===== config.mk =====
export PLATFORM = sky130hd
export DESIGN_NAME = aging_event_fifo
export DESIGN_NICKNAME = d
export VERILOG_FILES = /design/src/hw/rtl/aef_pkg.sv /design/src/hw/rtl/aging_event_fifo.sv /design/src/hw/rtl/aef_dp.sv /design/src/hw/rtl/aef_ctrl.sv
export SDC_FILE = /design/constraint.sdc
export NUM_CORES = 1
export LEC_CHECK = 0
export ABC_CLOCK_PERIOD_IN_PS = 12400
export BUFFER_PORTS_ARGS = -buffer_cell sky130_fd_sc_hd__buf_4
export CAP_MARGIN = 20
export CORE_AREA = 2 2 335 337
export CTS_CLUSTER_DIAMETER = 120
export CTS_CLUSTER_SIZE = 16
export DETAILED_ROUTE_END_ITERATION = 10
export DIE_AREA = 0 0 337 339
export PLACE_DENSITY = 0.56
export RECOVER_POWER = 100
export SYNTH_ARGS = -nofsm -noshare
export SYNTH_HDL_FRONTEND = slang
export SYNTH_HIERARCHICAL = 1
export SYNTH_SLANG_ARGS = --single-unit
export TNS_END_PERCENT = 100

===== constraint.sdc =====
create_clock -name clk -period 12.4 [get_ports clk]
set_clock_uncertainty 0.15 [all_clocks]
set_input_delay 2.48 -clock clk [delete_from_list [all_inputs] [get_ports clk]]
set_output_delay 2.48 -clock clk [all_outputs]
set_load 0.02 [all_outputs]

===== src/hw/rtl/aef_pkg.sv =====
// shared types and constants for the aging event fifo
package aef_pkg;

	localparam int CODE_W  = 8;
	localparam int DELTA_W = 16;
	localparam int WIN_W   = 31;
	localparam int CAP_W   = 5;
	localparam int OCC_W   = 5;
	localparam int CFG_IDX_W = 1;

	localparam logic [WIN_W-1:0] WINDOW_RESET = WIN_W'(200);
	localparam logic [CAP_W-1:0] CAP_RESET    = CAP_W'(16);

	localparam logic [CFG_IDX_W-1:0] CFG_WINDOW   = 1'b0;
	localparam logic [CFG_IDX_W-1:0] CFG_CAPACITY = 1'b1;

	typedef enum logic [1:0] {
		FUNC_PUSH    = 2'd0,
		FUNC_CONSUME = 2'd1,
		FUNC_TICK    = 2'd2,
		FUNC_CLEAR   = 2'd3
	} func_t;

	typedef struct packed {
		logic  latch;
		logic  push;
		logic  adv;
		logic  scan_start;
		logic  compact;
		logic  scan;
		logic  fin;
		func_t op;
	} aef_cmd_t;

	typedef struct packed {
		logic scan_done;
	} aef_sts_t;

endpackage


===== src/hw/rtl/aging_event_fifo.sv =====
// top level of the aging event fifo
// Bounded ring fifo of timestamped action codes with age expiry and drop-oldest on push.
// One item is handled at a time and every item gives exactly one result. The cost of a
// consume, push or tick is the walk over the stored entries through the entry memory's
// single read port, one entry per cycle, which finds the oldest live code and, for
// consume and tick, squeezes expired entries out of the ring. A new item is taken while
// the previous result still waits in the output register. window_ticks and
// capacity_limit are written through cfg_we/cfg_idx/cfg_wdata; the user must do so only
// while the block is idle, as the block itself does not enforce it.
module aging_event_fifo #(
	parameter int DEPTH     = 16,
	parameter int TIME_BITS = 32
) (
	input  logic                             clk,
	input  logic                             arst_n,
	input  logic                             cfg_we,
	input  logic [aef_pkg::CFG_IDX_W-1:0]    cfg_idx,
	input  logic [aef_pkg::WIN_W-1:0]        cfg_wdata,
	input  logic                             in_valid,
	output logic                             in_stall,
	input  logic [1:0]                       func,
	input  logic [aef_pkg::CODE_W-1:0]       action_code,
	input  logic [aef_pkg::DELTA_W-1:0]      delta_ticks,
	output logic                             out_valid,
	input  logic                             out_stall,
	output logic [aef_pkg::CODE_W-1:0]       taken_code,
	output logic [aef_pkg::CODE_W-1:0]       next_code,
	output logic                             pending,
	output logic [aef_pkg::OCC_W-1:0]        occupancy,
	output logic                             accepted,
	output logic                             dropped_oldest
);

	aef_pkg::aef_cmd_t cmd;
	aef_pkg::aef_sts_t sts;

	aef_ctrl u_ctrl (
		.clk       (clk),
		.arst_n    (arst_n),
		.in_valid  (in_valid),
		.in_stall  (in_stall),
		.func      (func),
		.out_valid (out_valid),
		.out_stall (out_stall),
		.cmd       (cmd),
		.sts       (sts)
	);

	aef_dp #(
		.DEPTH     (DEPTH),
		.TIME_BITS (TIME_BITS)
	) u_dp (
		.clk            (clk),
		.arst_n         (arst_n),
		.cmd            (cmd),
		.sts            (sts),
		.cfg_we         (cfg_we),
		.cfg_idx        (cfg_idx),
		.cfg_wdata      (cfg_wdata),
		.action_code    (action_code),
		.delta_ticks    (delta_ticks),
		.taken_code     (taken_code),
		.next_code      (next_code),
		.pending        (pending),
		.occupancy      (occupancy),
		.accepted       (accepted),
		.dropped_oldest (dropped_oldest)
	);

	// an eviction only happens as part of a stored push
	a_drop_needs_accept: assert property (@(posedge clk) disable iff (!arst_n)
		out_valid |-> (accepted || !dropped_oldest))
		else $error("eviction reported without a stored item");

	// stored codes are never zero, so a live entry always shows a nonzero code
	a_pending_code: assert property (@(posedge clk) disable iff (!arst_n)
		out_valid |-> (pending == (next_code != '0)))
		else $error("pending flag disagrees with next code");

	// one item at a time: an accepted item closes the input side next cycle
	a_one_at_a_time: assert property (@(posedge clk) disable iff (!arst_n)
		(in_valid && !in_stall) |=> in_stall)
		else $error("input taken while an item is in flight");

	// a consume result never reports a stored push
	a_consume_no_accept: assert property (@(posedge clk) disable iff (!arst_n)
		(out_valid && taken_code != '0) |-> !accepted)
		else $error("consume result marked as accepted push");

endmodule


===== src/hw/rtl/aef_dp.sv =====
// datapath: entry memory, pointers, time counter, expiry scan and result registers
module aef_dp #(
	parameter int DEPTH     = 16,
	parameter int TIME_BITS = 32
) (
	input  logic                             clk,
	input  logic                             arst_n,
	input  aef_pkg::aef_cmd_t                cmd,
	output aef_pkg::aef_sts_t                sts,
	input  logic                             cfg_we,
	input  logic [aef_pkg::CFG_IDX_W-1:0]    cfg_idx,
	input  logic [aef_pkg::WIN_W-1:0]        cfg_wdata,
	input  logic [aef_pkg::CODE_W-1:0]       action_code,
	input  logic [aef_pkg::DELTA_W-1:0]      delta_ticks,
	output logic [aef_pkg::CODE_W-1:0]       taken_code,
	output logic [aef_pkg::CODE_W-1:0]       next_code,
	output logic                             pending,
	output logic [aef_pkg::OCC_W-1:0]        occupancy,
	output logic                             accepted,
	output logic                             dropped_oldest
);

	localparam int PTR_W = (DEPTH > 1) ? $clog2(DEPTH) : 1;
	localparam int CNT_W = $clog2(DEPTH + 1);
	localparam int SUM_W = CNT_W + 1;
	localparam int CW_C  = (CNT_W > aef_pkg::CAP_W) ? CNT_W : aef_pkg::CAP_W;
	localparam int CMP_W = (TIME_BITS > aef_pkg::WIN_W) ? TIME_BITS : aef_pkg::WIN_W;
	localparam int EW    = aef_pkg::CODE_W + TIME_BITS;

	// ring index: head plus offset, wrapped once
	function automatic logic [PTR_W-1:0] slot_of(input logic [PTR_W-1:0] h,
			input logic [CNT_W-1:0] i);
		logic [SUM_W-1:0] s;
		s = SUM_W'(h) + SUM_W'(i);
		if (s >= SUM_W'(DEPTH)) begin
			s = s - SUM_W'(DEPTH);
		end
		return s[PTR_W-1:0];
	endfunction

	logic [EW-1:0] mem [DEPTH];

	logic [PTR_W-1:0]             head_q;
	logic [CNT_W-1:0]             count_q;
	logic [TIME_BITS-1:0]         now_q;
	logic [aef_pkg::WIN_W-1:0]    window_q;
	logic [aef_pkg::CAP_W-1:0]    cap_q;
	logic [aef_pkg::CODE_W-1:0]   code_q;
	logic [aef_pkg::DELTA_W-1:0]  delta_q;
	logic                         drop_q;
	logic                         compact_q;
	logic [CNT_W-1:0]             rd_idx_q;
	logic [CNT_W-1:0]             kept_q;
	logic                         valid_s1;
	logic [aef_pkg::CODE_W-1:0]   rd_code_s1;
	logic [TIME_BITS-1:0]         rd_stamp_s1;
	logic [aef_pkg::CODE_W-1:0]   first_q;
	logic [aef_pkg::CODE_W-1:0]   second_q;

	logic [aef_pkg::CODE_W-1:0]   taken_q;
	logic [aef_pkg::CODE_W-1:0]   next_q;
	logic                         pend_q;
	logic [aef_pkg::OCC_W-1:0]    occ_q;
	logic                         acc_q;
	logic                         dropo_q;

	// push path
	logic [CW_C-1:0]  cap_eff;
	logic [CW_C-1:0]  cnt_ext;
	logic             push_live;
	logic             drop_now;

	// scan path
	logic             issue;
	logic [PTR_W-1:0] rd_slot;
	logic [TIME_BITS-1:0] age;
	logic             expired;
	logic             keep;

	// memory write port
	logic             wr_en;
	logic [PTR_W-1:0] wr_slot;
	logic [EW-1:0]    wr_data;

	// finish
	logic [CNT_W-1:0]           fin_count;
	logic [PTR_W-1:0]           fin_head;
	logic [aef_pkg::CODE_W-1:0] fin_taken;
	logic [aef_pkg::CODE_W-1:0] fin_next;
	logic                       fin_pend;
	logic                       fin_acc;
	logic                       fin_drop;
	logic [CW_C-1:0]            fin_cnt_ext;

	always_comb begin
		if (cap_q == '0) begin
			cap_eff = CW_C'(1);
		end else if (CW_C'(cap_q) > CW_C'(DEPTH)) begin
			cap_eff = CW_C'(DEPTH);
		end else begin
			cap_eff = CW_C'(cap_q);
		end
	end

	assign cnt_ext   = CW_C'(count_q);
	assign push_live = (code_q != '0);
	assign drop_now  = push_live && (cnt_ext >= cap_eff) && (count_q != '0);

	assign issue   = cmd.scan && (rd_idx_q < count_q);
	assign rd_slot = slot_of(head_q, rd_idx_q);
	assign age     = now_q - rd_stamp_s1;
	assign expired = CMP_W'(age) > CMP_W'(window_q);
	assign keep    = valid_s1 && !expired;

	assign sts.scan_done = cmd.scan && !issue && !valid_s1;

	// the new entry lands at head+count whether or not the oldest is dropped
	always_comb begin
		wr_en   = 1'b0;
		wr_slot = slot_of(head_q, count_q);
		wr_data = {code_q, now_q};
		if (cmd.push && push_live) begin
			wr_en = 1'b1;
		end else if (keep && compact_q) begin
			wr_en   = 1'b1;
			wr_slot = slot_of(head_q, kept_q);
			wr_data = {rd_code_s1, rd_stamp_s1};
		end
	end

	always_ff @(posedge clk) begin
		if (wr_en) begin
			mem[wr_slot] <= wr_data;
		end
		if (issue) begin
			{rd_code_s1, rd_stamp_s1} <= mem[rd_slot];
		end
	end

	always_comb begin
		fin_count = count_q;
		fin_head  = head_q;
		fin_taken = '0;
		fin_next  = '0;
		fin_pend  = 1'b0;
		fin_acc   = 1'b0;
		fin_drop  = 1'b0;
		case (cmd.op)
			aef_pkg::FUNC_PUSH: begin
				fin_pend = (kept_q != '0);
				fin_next = fin_pend ? first_q : '0;
				fin_acc  = push_live;
				fin_drop = drop_q;
			end
			aef_pkg::FUNC_CONSUME: begin
				if (kept_q != '0) begin
					fin_taken = first_q;
					fin_pend  = (kept_q > CNT_W'(1));
					fin_next  = fin_pend ? second_q : '0;
					fin_count = kept_q - CNT_W'(1);
					fin_head  = slot_of(head_q, CNT_W'(1));
				end else begin
					fin_count = '0;
				end
			end
			aef_pkg::FUNC_TICK: begin
				fin_count = kept_q;
				fin_pend  = (kept_q != '0);
				fin_next  = fin_pend ? first_q : '0;
			end
			aef_pkg::FUNC_CLEAR: begin
				fin_count = '0;
				fin_head  = '0;
			end
			default: begin
				fin_count = count_q;
			end
		endcase
	end

	assign fin_cnt_ext = CW_C'(fin_count);

	always_ff @(posedge clk or negedge arst_n) begin
		if (!arst_n) begin
			head_q    <= '0;
			count_q   <= '0;
			now_q     <= '0;
			window_q  <= aef_pkg::WINDOW_RESET;
			cap_q     <= aef_pkg::CAP_RESET;
			drop_q    <= 1'b0;
			compact_q <= 1'b0;
			rd_idx_q  <= '0;
			kept_q    <= '0;
			valid_s1  <= 1'b0;
		end else begin
			if (cfg_we) begin
				case (cfg_idx)
					aef_pkg::CFG_WINDOW:   window_q <= cfg_wdata;
					aef_pkg::CFG_CAPACITY: cap_q    <= cfg_wdata[aef_pkg::CAP_W-1:0];
					default:               window_q <= window_q;
				endcase
			end
			if (cmd.push) begin
				drop_q <= drop_now;
				if (push_live && !drop_now) begin
					count_q <= count_q + CNT_W'(1);
				end
				if (drop_now) begin
					head_q <= slot_of(head_q, CNT_W'(1));
				end
			end
			if (cmd.adv) begin
				now_q <= now_q + TIME_BITS'(delta_q);
			end
			if (cmd.scan_start) begin
				compact_q <= cmd.compact;
				rd_idx_q  <= '0;
				kept_q    <= '0;
				valid_s1  <= 1'b0;
			end else begin
				valid_s1 <= issue;
				if (issue) begin
					rd_idx_q <= rd_idx_q + CNT_W'(1);
				end
				if (keep) begin
					kept_q <= kept_q + CNT_W'(1);
				end
			end
			if (cmd.fin) begin
				count_q <= fin_count;
				head_q  <= fin_head;
			end
		end
	end

	// item latch and result registers; the first and second survivors of the walk feed the result
	always_ff @(posedge clk) begin
		if (cmd.latch) begin
			code_q  <= action_code;
			delta_q <= delta_ticks;
		end
		if (keep && kept_q == CNT_W'(0)) begin
			first_q <= rd_code_s1;
		end
		if (keep && kept_q == CNT_W'(1)) begin
			second_q <= rd_code_s1;
		end
		if (cmd.fin) begin
			taken_q <= fin_taken;
			next_q  <= fin_next;
			pend_q  <= fin_pend;
			occ_q   <= fin_cnt_ext[aef_pkg::OCC_W-1:0];
			acc_q   <= fin_acc;
			dropo_q <= fin_drop;
		end
	end

	assign taken_code     = taken_q;
	assign next_code      = next_q;
	assign pending        = pend_q;
	assign occupancy      = occ_q;
	assign accepted       = acc_q;
	assign dropped_oldest = dropo_q;

endmodule


===== src/hw/rtl/aef_ctrl.sv =====
// controller: operation sequencing and channel handshakes
module aef_ctrl (
	input  logic              clk,
	input  logic              arst_n,
	input  logic              in_valid,
	output logic              in_stall,
	input  logic [1:0]        func,
	output logic              out_valid,
	input  logic              out_stall,
	output aef_pkg::aef_cmd_t cmd,
	input  aef_pkg::aef_sts_t sts
);

	typedef enum logic [4:0] {
		S_IDLE = 5'b00001,
		S_PUSH = 5'b00010,
		S_ADV  = 5'b00100,
		S_SCAN = 5'b01000,
		S_FIN  = 5'b10000
	} state_t;

	state_t            state_q;
	state_t            state_d;
	aef_pkg::func_t    op_q;
	aef_pkg::func_t    func_in;
	logic              out_valid_q;
	logic              take;
	logic              fin_go;

	assign func_in  = aef_pkg::func_t'(func);
	assign in_stall = (state_q != S_IDLE);
	assign take     = in_valid && (state_q == S_IDLE);
	// result register frees up in the same cycle it is taken
	assign fin_go   = (state_q == S_FIN) && (!out_valid_q || !out_stall);

	always_comb begin
		state_d        = state_q;
		cmd            = '0;
		cmd.op         = op_q;
		case (state_q)
			S_IDLE: begin
				if (take) begin
					cmd.latch = 1'b1;
					case (func_in)
						aef_pkg::FUNC_PUSH:    state_d = S_PUSH;
						aef_pkg::FUNC_CONSUME: begin
							cmd.scan_start = 1'b1;
							cmd.compact    = 1'b1;
							state_d        = S_SCAN;
						end
						aef_pkg::FUNC_TICK:    state_d = S_ADV;
						aef_pkg::FUNC_CLEAR:   state_d = S_FIN;
						default:               state_d = S_FIN;
					endcase
				end
			end
			S_PUSH: begin
				cmd.push       = 1'b1;
				cmd.scan_start = 1'b1;
				state_d        = S_SCAN;
			end
			S_ADV: begin
				cmd.adv        = 1'b1;
				cmd.scan_start = 1'b1;
				cmd.compact    = 1'b1;
				state_d        = S_SCAN;
			end
			S_SCAN: begin
				cmd.scan = 1'b1;
				if (sts.scan_done) begin
					state_d = S_FIN;
				end
			end
			S_FIN: begin
				if (fin_go) begin
					cmd.fin = 1'b1;
					state_d = S_IDLE;
				end
			end
			default: state_d = S_IDLE;
		endcase
	end

	always_ff @(posedge clk or negedge arst_n) begin
		if (!arst_n) begin
			state_q     <= S_IDLE;
			op_q        <= aef_pkg::FUNC_PUSH;
			out_valid_q <= 1'b0;
		end else begin
			state_q <= state_d;
			if (take) begin
				op_q <= func_in;
			end
			if (fin_go) begin
				out_valid_q <= 1'b1;
			end else if (!out_stall) begin
				out_valid_q <= 1'b0;
			end
		end
	end

	assign out_valid = out_valid_q;

endmodule


Yosys cells after proc, flatten, opt, wreduce, memory -nomap -nowiden
Memories as Yosys holds them, arrays and structs flattened. A register that Yosys moved wholly into a read port is not among the register bits.
Index checks and enable logic that the tools add are counted.
Storage, ports and cells
  register bits after elaboration: 162
  memory bits (writable): 640
  bits of input ports: 63
  word-level logic and storage cells: 159
  memories kept: 1
Memories
  u_dp.mem: words 16, bits a word 40, read ports 1, clocked after memory_dff 1, write ports 1, RTL line aef_dp.sv:41  | logic [EW-1:0] mem [DEPTH];
Operators by class
  add/subtract/negate cells: 14
  order comparisons: 9
  equal/unequal tests: 19
  muxes and demuxes: 53
  bitwise logic cells: 1
  reduce and logical (&&, ||, !) cells: 39
Operators with widths (number)
  2-to-1 mux 40 bit: 2
  2-to-1 mux 5 bit: 13
  2-to-1 mux 4 bit: 10
  one-hot mux 5 bit (4 select lines): 2
  adder 32 x 16 -> 32 bit: 1
  greater-than comparator 32 x 31 -> 1 bit: 1
  subtractor 32 bit: 1
  2-to-1 mux 8 bit: 3
  adder 4 x 5 -> 6 bit: 3
  greater-or-equal comparator 6 x 5 -> 1 bit (second input constant): 3
  one-hot mux 8 bit (2 select lines): 1
  subtractor 4 x 1 -> 4 bit (second input constant): 4
  adder 5 x 1 -> 5 bit (second input constant): 3
  2-to-1 mux 1 bit: 15
  one-hot mux 5 bit (3 select lines): 1
  logical AND 1 bit: 13
  equality test 5 x 1 -> 1 bit (second input constant): 2
  zero test 5 bit: 2
  nonzero test 2 bit: 5
  nonzero test 5 bit: 2
  equality test 2 bit (second input constant): 4
  one-hot mux 4 bit (2 select lines): 1
  nonzero test 8 bit: 1
  zero test 1 bit: 6
  26 further kinds: 36

Logic depth before layout (Yosys ltp)
  word-level depth: 11
  depth in mapped cells: 24

Hierarchy
The synthesis kept the hierarchy.
Modules (own cells, without submodules)
  aef_dp: times used 1, cells each 2192, area each 35811.8 um^2
  aef_ctrl: times used 1, cells each 53, area each 541.8 um^2

Least setup slack after synthesis
OpenSTA, ideal clock, no wires.
  path type: register -> register
  start: register u_dp.now_q[0]
  end: memory u_dp/mem[13][0] (netlist bit) (enable)
  setup time: 0.548 ns
  data arrival time: 8.710 ns
  required time: 11.702 ns
  setup slack: 2.992 ns
  stages on the path, launching flop included: 23
  path buffers: 1
  clock period less this slack: 9.408 ns
  cell sequence: dfrtp_1 -> inv_1 -> ha_1 -> inv_1 -> fa_1 -> a211oi_1 -> o21a_1 -> nor3_1 -> o31ai_1 -> a21oi_1 -> o21ai_1 -> a21boi_0 -> or4b_1 -> o2111ai_1 -> ha_1 -> nand4_1 -> nor3_1 -> a221o_1 -> a22oi_1 -> nor4b_2 -> o2111ai_4 -> buf_2 -> o41ai_1
Between the ends
  cells in the longest elaborated chain, start to end: 9
Ends and longest elaborated chain
  from (decl): RTL line aef_dp.sv:45  | logic [TIME_BITS-1:0] now_q;
  from (signal assigned): RTL line aef_dp.sv:213  | now_q <= now_q + TIME_BITS'(delta_q);
  subtractor 32 bit *: RTL line aef_dp.sv:111  | assign age = now_q - rd_stamp_s1;
  greater-than comparator 32 x 31 -> 1 bit *: RTL line aef_dp.sv:112  | assign expired = CMP_W'(age) > CMP_W'(window_q);
  zero test 1 bit *: RTL line aef_dp.sv:113  | assign keep = valid_s1 && !expired;
  logical AND 1 bit *: RTL line aef_dp.sv:113
  logical AND 1 bit *: RTL line aef_dp.sv:124  | end else if (keep && compact_q) begin
  2-to-1 mux 1 bit: RTL line aef_dp.sv:124
  2-to-1 mux 1 bit: RTL line aef_dp.sv:122  | if (cmd.push && push_live) begin
  2-to-1 mux 1 bit: RTL line aef_dp.sv:132  | if (wr_en) begin
  2-to-1 mux 1 bit (implied by the code): RTL line aef_dp.sv:133  | mem[wr_slot] <= wr_data;
  to (decl): RTL line aef_dp.sv:41
Every way passes the cells marked *; elsewhere a longest branch is shown, timed or not.

Worst setup path after layout
  start: register u_dp.now_q[0]
  end: memory u_dp/mem[6][18] (netlist bit) (enable)
Same word-level chain as after synthesis.

==> results.yml <==
pwr:
  clockPowerShare_pct: 23.4
  power_density_nw_per_um2: 190
  swShare_pct: 30.4
  p_comb_share_pct: 31.0
  switching_power_mw: 2.34
  internal_power_mw: 5.35
  vdd_drop_max_mv: 0.110
  power_frac_seq_pct: 45.7
  leakage_nw: 13.9
outcome:
  violations: "capacitance limit, slew limit"
  status: "finished with violations"
critical_path:
  rrSetupSlack_ns: 3.50
  cp.buffers_inverters: 3
  worst_ep_required_time_ns: 12.47
  crit_arrival_ns: 8.97
  critPathTopFamily: "compound AO/OA/AOI/OAI gates"
  start_kind: "register"
  crit_slowest_cell: "clkbuf_1"
  endpoint_kind: "register"
  crit_fanout: 22
  setup.worst_path.class: "register to register"
  cpPeakStageDelay_ns: 1.38
  crit_chain: "inv_1, ha_1, inv_1, fa_1, a211oi_1, o21a_1, nor3_1, o31ai_1, a21oi_1, o21ai_0, a21boi_0, or4b_1, o2111ai_1, ha_1, nand4_1, nor3_1, a221o_1, a22oi_1, nor4b_1, o2111ai_1, o41ai_1, clkbuf_1"
floorplan:
  die_h_um: 339
  fp-row-count: 122
  start_util_pct: 32.9
  core_region_area_um2: 110000
  ioPinCount: 89
  die_area_um2: 114000
  die_x_um: 337
routing:
  drtIter0Drc: 1547
  dr_total_vias: 19900
  antenna_violating_nets_post_route: 0
  wire_per_inst_um: 21.7
  dr.pass1.iters: 6
  viasPerCell: 5.12
  remaining_drc_errors: 0
  wirelength_um: 84700
sta:
  setup_violations: 0
  finalHoldViolCount: 0
  post-route-period-util_pct: 71.8
  drv_slew: 666
  hold_slack_ns: 0.336
  tightest_slew_ns: 4.48
  clock.fmax_mhz: 112
  fin_setup_tns_ns: 0
  fin_crit_ns: 8.90
  relSlewSlack_pct: -199
  rsz0062_at_grt: "false"
synth:
  synthXorXnorAreaFrac_pct: 1.76
  synth_nets: 2416
  ys_ff_latch: 842
  synth_edf_count: 744
  synthArstFlopShare_pct: 11.6
  yosys_warnings: 6
  synthFlopType: "edfxtp_1"
  netlist_top_cells_area: "edfxtp_1 61%, mux4_2 9.9%, dfrtp_1 6.4%"
  synthCells: 2245
  synth_mux_area_share_pct: 11.0
  synth-compound-area-share_pct: 6.93
  yosys.area_share.simple_pct: 6.22
  yosysTopAreaCell: "edfxtp_1"
  syn_area_um2: 36400
  ys_types: 75
  synthAdderAreaFrac_pct: 3.82
  synth_top_family_by_area: "multiplexers"
  avgSynthCellArea_um2: 16.2
  yosysSeqAreaShare_pct: 68.2
  synth_top_area_share_pct: 61.5
clock_network:
  htreeDepth: 2
  clock_latency_ns: 0.64
  post_cts_buffers: 0
  clock_sinks: 842
  cts_resized: 0
  cts_tree: "built"
  clk_pin_slew_ns: 0.07
  clockRootBuffer: "clkbuf_16"
  clockBufferDepth: 3
  cts-buffers-inserted: 58
  hold_buffers: 0
global_route:
  track_usage_pct: 14.7
  antenna_found_initial: 1
  grt_pass1_wl_um: 129000
  grt_pass1_vias: 20800
  grt_overflow_total: 0
  grt_max_degree: 66
layout:
  finalNetCount: 2541
  drive_gt1_share_pct: 14.6
  area_growth_pct: 11.2
  diodes: 0
  fin_util_pct: 36.6
run:
  cap_violations: 20
place:
  port_buffers: 88
  dp_hpwl_um: 52900
  gp_congestion: 0.857
min_path:
  hold_class: "register to register"
-- worst reg2reg max path, cell delays in order (launching register included) --
cell	delay (ns)
dfrtp_1	0.41
inv_1	0.09
ha_1	0.18
inv_1	0.06
fa_1	0.41
a211oi_1	0.32
o21a_1	0.33
nor3_1	0.12
o31ai_1	0.46
a21oi_1	0.15
o21ai_0	0.23
a21boi_0	0.17
or4b_1	0.49
o2111ai_1	0.12
ha_1	0.26
nand4_1	0.13
nor3_1	0.08
a221o_1	0.32
a22oi_1	0.26
nor4b_1	0.43
o2111ai_1	1.14
o41ai_1	0.78
clkbuf_1	1.38
-- final timing paths --
check	from	end	depth (start not counted)
min in group asynchronous	arst_n	u_dp/cnt_ext[0]	1
worst max-delay path	u_dp/now_q[0]	u_dp/mem[6][18]	22
worst min register to register	u_dp/rd_code_s1[4]	u_dp/second_q[4]	0
worst max register to register	u_dp/now_q[0]	u_dp/mem[6][18]	22
worst min-delay path	u_dp/rd_code_s1[4]	u_dp/second_q[4]	0
max in group asynchronous	arst_n	u_dp/now_q[28]	2
-- synth_stat cells (4+ instances only) --
cell type	number
a211o_1	4
a211oi_1	50
a21o_1	39
a21oi_1	59
a22o_1	8
a31oi_1	44
and2_1	49
and3_1	20
buf_1	16
buf_4	4
clkbuf_1	66
dfrtp_1	93
dfstp_2	5
edfxtp_1	744
fa_1	5
ha_1	103
inv_1	95
mux2_2	29
mux2i_1	7
mux4_2	160
nand2_1	201
nand2b_1	14
nand3_1	28
nand3b_1	5
nand4_1	10
nor2_1	61
nor2b_1	13
nor3_1	24
nor4_1	6
o211ai_1	5
o21a_1	17
o21ai_0	98
o21bai_1	4
o31ai_1	4
o32ai_1	4
o41ai_1	7
or2_2	5
or3_1	11
or4b_1	4
xnor2_1	46
xor2_1	27
-- metrics by stage --
stage               setup slack [ns]  power, mW  instance area, um2  std cells
floorplan                       2.99       5.26               36400       2245
global placement                4.96       5.88               39200       3797
detailed placement              4.68       5.95               39200       3797
CTS                             4.65       7.75               40800       3892
global route                    2.74       8.11               40400       3893
finish                          3.50       7.69               40400       3893
-- sequential cells by signal, summed over array words and instances, names as in the netlist, 2 cells and up --
register and count:
u_ctrl/op_q 2, u_dp/rd_stamp_s1 32, u_dp/now_q 32, u_dp/head_q 4
u_dp/rd_idx_q 5, u_dp/mem 640, u_dp/next_code 8, u_dp/occupancy 5
u_dp/second_q 8, u_dp/taken_code 8, u_dp/cap_q 5, u_dp/cnt_ext 5
u_dp/kept_q 5, u_dp/rd_code_s1 8, u_dp/code_q 8, u_dp/window_q 31
u_dp/first_q 8, u_ctrl/state_q 5, u_dp/delta_q 16
-- cells by family after synthesis --
family / Yosys count
AO/OA/AOI/OAI: 374
XOR/XNOR: 73
adder cells (fa/ha/maj): 108
buffers and inverters: 187
flip-flops: 842
multiplexers: 196
AND/OR/NAND/NOR: 465
-- layout make-up --
cell class              count  area (um2)
multi-input cells        1216       10900
well taps                1488        1860
inverters                  95         357
fillers                 10300       70000
clock buffers              92        1580
flip-flops and latches    842       24800
repair buffers            157         865
clock inverters             3        45.0
-- layer usage --
metal,part of all wire [%],wire [um],GRT usage [%]
met1,44,37000,20.0
met2,50,42200,25.3
met3,4.6,3880,1.91
met4,1.8,1550,3.07
met5,0,0,0
-- layout by cell type, fill, tap and decap left out, types with 50 or more instances in the layout --
master,n
ha_1,102
mux4_2,160
clkbuf_16,58
clkbuf_1,117
nor2_1,61
edfxtp_1,744
nand2_1,201
dfrtp_1,93
a21oi_1,55
a211oi_1,50
buf_4,56
inv_1,95
o21ai_0,100
-- power by group through the flow --
stage / combinational (mW) / sequential, mW / clock (mW)
after floorplan: 1.74 / 3.52 / 0
after global placement: 2.32 / 3.56 / 0
after CTS: 2.39 / 3.50 / 1.85
final: 2.38 / 3.51 / 1.80
after detailed placement: 2.38 / 3.56 / 0
after global routing: 2.63 / 3.53 / 1.95
(Power assumes the default switching activity.)
